**config.mk**
```make
export PLATFORM = sky130hd
export DESIGN_NAME = v3au_sqrt
export DESIGN_NICKNAME = d
export VERILOG_FILES = /design/src/rtl/v3au_pkg.sv /design/src/rtl/v3au_sqrt.sv
export SDC_FILE = /design/constraint.sdc
export NUM_CORES = 2
export LEC_CHECK = 0
export BUFFER_PORTS_ARGS = -buffer_cell sky130_fd_sc_hd__buf_4
export CAP_MARGIN = 20
export CELL_PAD_IN_SITES_DETAIL_PLACEMENT = 1
export CELL_PAD_IN_SITES_GLOBAL_PLACEMENT = 1
export CORE_MARGIN = 2
export CORE_UTILIZATION = 35
export DETAILED_ROUTE_END_ITERATION = 6
export GPL_TIMING_DRIVEN = 0
export PLACE_DENSITY = 0.58
export SETUP_SLACK_MARGIN = 0.05
export SKIP_LAST_GASP = 1
export SYNTH_ARGS = -nofsm -noshare
export SYNTH_HDL_FRONTEND = slang
export SYNTH_MEMORY_MAX_BITS = 65536
export SYNTH_SLANG_ARGS = --single-unit
```
**constraint.sdc**
```tcl
create_clock -name clk -period 4.85 [get_ports clk]
set_input_delay 0.2425 -clock clk [delete_from_list [all_inputs] [get_ports clk]]
set_output_delay 0.2425 -clock clk [all_outputs]
set_load 0.05 [all_outputs]
```
**src/rtl/v3au_pkg.sv**
```systemverilog
// Package for the vector3 arithmetic unit.
// Holds word sizes, operation codes, beat structs, saturation and magnitude helpers.
// No dependencies.
package v3au_pkg;

  localparam int WORD_BITS     = 32;
  localparam int FRAC_BITS_DEF = 16;

  typedef enum logic [3:0] {
    MODE_ADD   = 4'd0,
    MODE_SUB   = 4'd1,
    MODE_MUL   = 4'd2,
    MODE_DIV   = 4'd3,
    MODE_SADD  = 4'd4,
    MODE_SSUB  = 4'd5,
    MODE_SMUL  = 4'd6,
    MODE_SDIV  = 4'd7,
    MODE_LEN   = 4'd8,
    MODE_NORM  = 4'd9,
    MODE_DOT   = 4'd10,
    MODE_CROSS = 4'd11
  } mode_t;

  typedef struct packed {
    logic [3:0]                  mode;
    logic signed [WORD_BITS-1:0] ax;
    logic signed [WORD_BITS-1:0] ay;
    logic signed [WORD_BITS-1:0] az;
    logic signed [WORD_BITS-1:0] bx;
    logic signed [WORD_BITS-1:0] by;
    logic signed [WORD_BITS-1:0] bz;
    logic signed [WORD_BITS-1:0] scalar_in;
  } in_t;

  typedef struct packed {
    logic signed [WORD_BITS-1:0] res_x;
    logic signed [WORD_BITS-1:0] res_y;
    logic signed [WORD_BITS-1:0] res_z;
    logic signed [WORD_BITS-1:0] res_scalar;
    logic                        error;
  } out_t;

  typedef struct packed {
    logic [2:0][WORD_BITS-1:0] val;
    logic [WORD_BITS-1:0]      dot;
  } rec_t;

  typedef struct packed {
    logic [2:0][WORD_BITS-1:0] val;
    logic [WORD_BITS-1:0]      scalar;
    logic                      err;
    logic                      use_div;
  } fin_t;

  localparam logic [WORD_BITS-1:0] MAXPOS = {1'b0, {(WORD_BITS-1){1'b1}}};
  localparam logic [WORD_BITS-1:0] MINNEG = {1'b1, {(WORD_BITS-1){1'b0}}};

  function automatic logic [WORD_BITS-1:0] sat_w(input logic [2*WORD_BITS:0] v);
    logic [WORD_BITS+1:0] upper;
    upper = v[2*WORD_BITS:WORD_BITS-1];
    if ((&upper) || !(|upper)) return v[WORD_BITS-1:0];
    return v[2*WORD_BITS] ? MINNEG : MAXPOS;
  endfunction

  function automatic logic [WORD_BITS-1:0] mag_w(input logic [WORD_BITS-1:0] x);
    return x[WORD_BITS-1] ? (~x) + 1'b1 : x;
  endfunction

endpackage

```
**src/rtl/v3au_sqrt.sv**
```systemverilog
// Pipelined integer square root, two radicand bits per stage.
// Depends on v3au_pkg.
module v3au_sqrt (
  input  logic                               clk,
  input  logic [2*v3au_pkg::WORD_BITS-1:0]   x,
  output logic [v3au_pkg::WORD_BITS-1:0]     root
);
  import v3au_pkg::*;
  localparam int W = WORD_BITS;

  logic [W+1:0]   rem [W];
  logic [W-1:0]   rt  [W];
  logic [2*W-1:0] xs  [W];

  for (genvar j = 0; j < W; j++) begin : g_stage
    logic [W+1:0]   rem_i;
    logic [W-1:0]   rt_i;
    logic [2*W-1:0] x_i;
    logic [W+3:0]   r2, t, d;
    if (j == 0) begin : g_first
      assign rem_i = '0;
      assign rt_i  = '0;
      assign x_i   = x;
    end else begin : g_next
      assign rem_i = rem[j-1];
      assign rt_i  = rt[j-1];
      assign x_i   = xs[j-1];
    end
    assign r2 = {rem_i, x_i[2*W-1 -: 2]};
    assign t  = {2'b00, rt_i, 2'b01};
    assign d  = r2 - t;
    always_ff @(posedge clk) begin
      xs[j] <= x_i << 2;
      if (r2 >= t) begin
        rem[j] <= d[W+1:0];
        rt[j]  <= {rt_i[W-2:0], 1'b1};
      end else begin
        rem[j] <= r2[W+1:0];
        rt[j]  <= {rt_i[W-2:0], 1'b0};
      end
    end
  end

  assign root = rt[W-1];
endmodule

```
### Word level (Yosys, flattened, before mapping)

Memories as Yosys holds them, arrays and structs flattened.
Cells that the tools add are included.

* flip-flop bits (word level): 0
* memory bits (writable): 4096
* input port bits: 65
* output and inout bits: 32
* logic and storage cells: 291
* memories: 3

* add/subtract/negate cells: 32
* $lt $le $gt $ge: 32
* muxes and demuxes: 160
* bitwise gates (word level): 64

Memory list
* xs: words 32, width 62, rd ports 31, clocked after Yosys merged registers in 0, write ports 32, RTL line v3au_sqrt.sv:13 `logic [2*W-1:0] xs [W];`
* rem: words 32, width 34, rd ports 31, clocked after Yosys merged registers in 0, write ports 32, RTL line v3au_sqrt.sv:11 `logic [W+1:0] rem [W];`
* rt: words 32, width 32, rd ports 32, clocked after Yosys merged registers in 0, write ports 32, RTL line v3au_sqrt.sv:12 `logic [W-1:0] rt [W];`

Operators with widths (number)
* $ge A36 B34 Y1: 31
* $mux W34: 32
* $sub A34 B34 Y34: 31
* $mux W32: 32
* $mux W1: 96
* $or A1 B1 Y1: 64
* $sub A2 B1 Y3 const B: 1
* $ge A2 B1 Y1 const B: 1

### Depth between registers and ports, before layout

An unclocked memory read counts as a cell.

* word-level depth: 5
* depth in mapped cells: 14
* depth with buffers taken out: 13

### Least setup slack after synthesis

No wires, ideal clock.

* path type: reg2reg
* start: memory rem[0][182] in the netlist's numbering
* end: memory rem[0][229] in the netlist's numbering
* library setup time: 127 ps
* arrival time: 3225 ps
* required time: 4723 ps
* path slack: 1498 ps
* cell stages (with the launch flop): 12
* path buffers: 2
* clock period less this slack: 3352 ps
* cell sequence: dfxtp_1 > or4_4 > or3_4 > or3_4 > or3_4 > or4_4 > nor3_2 > and2b_1 > buf_6 > buf_4 > nor3_1 > xor2_1

RTL lines (RTL line)
* from (decl): v3au_sqrt.sv:11

==> flow_summary.yaml <==
synthesis:
  synth_top_family_by_area: "simple AND/OR/NAND/NOR gates"
  synth-xor-area-share: 0.0807
  synth_warnings: 0
  synthArstFlopShare: 0
  synth_cells: 9114
  synthAdderAreaFrac: 0.0761
  synth_mux_area_frac: 0.00943
  synth_flop_cell: "dfxtp_1"
  syn_area_sq_um: 92300
  synth_fp_nets: 9741
  synth_compound_area_frac: 0.125
  post_synth_and_or_nand_nor_area_fraction: 0.126
  synth_edf_count: 0
  avgSynthCellArea_sq_um: 10.1
  ys_types: 87
  synth-seq-cells: 2523
  ys_seq_area_frac: 0.547
placement:
  port_buffers: 96
  dpl.hpwl_mm: 181
  gp_congestion: 0.838
worst_setup_path:
  crit_fanout: 10
  r2r-start: "rt[1][395]$_DFF_P_"
  end_kind: "flop"
  critPathLaunchType: "flop"
  critPathRequiredTime_ps: 5620
  cp_data_arrival_time_ps: 5280
  reg2reg_depth: 12
  crit_slowest_cell: "clkbuf_1"
  max_stage_delay_ps: 690
  worst-setup-path-type: "flop to flop"
  regToRegEndpoint: "rem[1][448]$_DFF_P_"
  critPathMostFrequentCell: "clkbuf_1"
  ff2ff_setup_slack_ps: 340
  path_cells: "inv_1, ha_1, clkbuf_1, nand4_1, nor4_1, o21ai_0, a311o_1, nand3_1, clkbuf_1, clkbuf_1, nor2_1, a21oi_1"
clock_tree:
  path_clk_slew_ps: 60
  clock_latency_ps: 890
  htreeDepth: 5
  tritoncts: "done"
  cts-root-buf: "clkbuf_16"
  cts_made_buffers: 286
  cts_num_sinks: 2523
  clockBufferDepth: 4
timing:
  maxSlewViolCount: 0
  skew_ps: 39.8
  worst_pin_slew_ps: 1170
  fin_crit_ps: 4510
  hold_violations: 0
  grt_setup_unrepaired: "false"
  whs_ps: 147
  max-slew-margin-rel: 0.199
  fmax_ghz: 0.222
  setup_viol: 0
  finalCritPeriodShare: 0.930
power_and_ir_drop:
  p_sw_uw: 16200
  p_leak_uw: 0.0500
  pwr-share-comb: 0.154
  ir_worst_vdd_v: 0.000261
  p_int_uw: 41600
  p_per_area_nw_per_um2: 532
  swShare: 0.280
  p_clk_frac: 0.384
  p_seq_frac: 0.462
routing:
  vias: 64600
  ant_nets: 0
  first_pass_iters: 7
  wl_per_cell_microns: 17.7
  drtIter0Drc: 3113
  drc: 0
  vias_per_cell: 4.84
  drt-total-wl_mm: 236
floorplanning:
  start_util: 0.352
  pin_count: 97
  row_count: 188
  dieArea_sq_um: 268000
  coreArea_sq_um: 262000
  die_x_microns: 518
  dieHeight_microns: 518
grt:
  antenna_found_initial: 7
  grt_pass1_wl_mm: 376
  grt_overflow_total: 0
  track_usage: 0.173
  grt_max_degree: 15
  grt_pass1_vias: 67800
cells_and_area:
  seqCellArea_sq_um: 50500
  final_core_util: 0.414
  multi_input_area_sq_um: 38500
  synthToLayoutAreaGrowth_pct: 17.6
  fill_cells: 28900
  mostFrequentLayoutCell: "dfxtp_1"
  final_cell_mix: "dfxtp_1 (2523), inv_1 (697), nand2_1 (607)"
  drive_gt1_frac: 0.0743
  layout.nets: 10300
flow_run:
  drv_cap: 0
min_path:
  hold_class: "primary input to flop"
  holdPathEnd: "rt[0][0]$_DFF_P_"
  worstHoldPathCells: 3
  min_from: "x[62]"
run_status:
  outcome: "finished clean"
## per-layer routing
layer	part of all wire	global-route usage
met4	0.022	0.0457
met1	0.50	0.242
met2	0.45	0.278
met3	0.035	0.0238
met5	0	0
## cells by family (layout without fill, tap and decap cells)
group                      after synthesis  count (layout)
DFF                                   2523            2523
other                                    1               5
AOI/OAI and AO/OA                     1868            1868
muxes                                   78              78
adders and majority gates              562             562
and+or+nand+nor                       2346            2346
buffers and inverters                  885            1615
xor gates and xnor gates               851             851
## flip-flops by register name, indices dropped and copies added, names as in the netlist
name,flops
rem,1003
xs,992
rt,528
## final cells by class
| class | instances | share of cell area |
|---|---|---|
| Sequential cell | 2523 | 0.465 |
| Antenna cell | 4 | 0.0000922 |
| Clock inverter | 101 | 0.0132 |
| Inverter | 701 | 0.0242 |
| Multi-Input combinational cell | 5706 | 0.354 |
| Clock buffer | 403 | 0.0773 |
| Buffer | 184 | 0.00665 |
| Timing Repair Buffer | 226 | 0.0186 |
| Tap cell | 3515 | 0.0405 |
## power by group through the flow
stage / logic [uW] / registers (uW) / clock network (uW)
floorplan: 6640 / 26200 / 0
global placement: 8700 / 27100 / 0
detailed placement: 8830 / 27100 / 0
CTS: 9000 / 26700 / 23100
global route: 10100 / 27100 / 23900
finish: 8910 / 26700 / 22200
## critical path: cells and delay by family (launching register included)
| family | cells | cell delay, ps |
|---|---|---|
| simple gates | 4 | 1000 |
| buf+inv | 4 | 1670 |
| flops | 1 | 400 |
| compound gates | 3 | 1060 |
| fa+ha+maj | 1 | 260 |
## synthesized netlist by cell type, drive strengths merged (72+ instances only)
master	count	area, sq um
xor2	425	3720
or3	107	684
o21ai	491	2460
nor4	145	907
o21a	101	758
nand3	141	706
nor2b	72	450
nand2b	116	726
nor2	573	2150
nand2	607	2280
nor3	203	1020
ha	562	7030
a21oi	605	3030
xnor2	426	3730
mux2	72	811
dfxtp	2523	50500
inv	698	2620
nand4	100	626
a21o	216	1620
clkbuf	163	612
## worst max path at each step
stage,start,end
after global routing,rt[1][352]$_DFF_P_,rem[1][416]$_DFF_P_
final,rt[1][395]$_DFF_P_,rem[1][448]$_DFF_P_
after CTS,rt[1][352]$_DFF_P_,rem[1][416]$_DFF_P_
after detailed placement,rt[1][353]$_DFF_P_,rem[1][416]$_DFF_P_
after floorplan,rem[0][182]$_DFF_P_,rem[0][229]$_DFF_P_
after global placement,rt[1][353]$_DFF_P_,rem[1][416]$_DFF_P_
## per-stage QoR
| stage | TNS [ps] | power [uW] | std cells | cell area [sq um] | setup slack [ps] |
|---|---|---|---|---|---|
| after floorplan | 0 | 32800 | 9114 | 92300 | 1500 |
| after global placement | -3940 | 35800 | 12700 | 97500 | -437 |
| after detailed placement | -751 | 36000 | 12700 | 97500 | -130 |
| after CTS | 0 | 58800 | 13400 | 109000 | 114 |
| after global routing | 0 | 61100 | 13400 | 109000 | 54.2 |
| final | 0 | 57800 | 13400 | 109000 | 340 |
## repair_timing
action | in CTS | in global routing
buffers inserted | 0 | 0
hold buffers | 127 | 0
endpoints found under the hold margin | 65 | 0
pin swaps | 0 | 0
endpoints found under the setup margin | 10 | 28
resized for setup | 1 | 6
(Power assumes the default switching activity.)
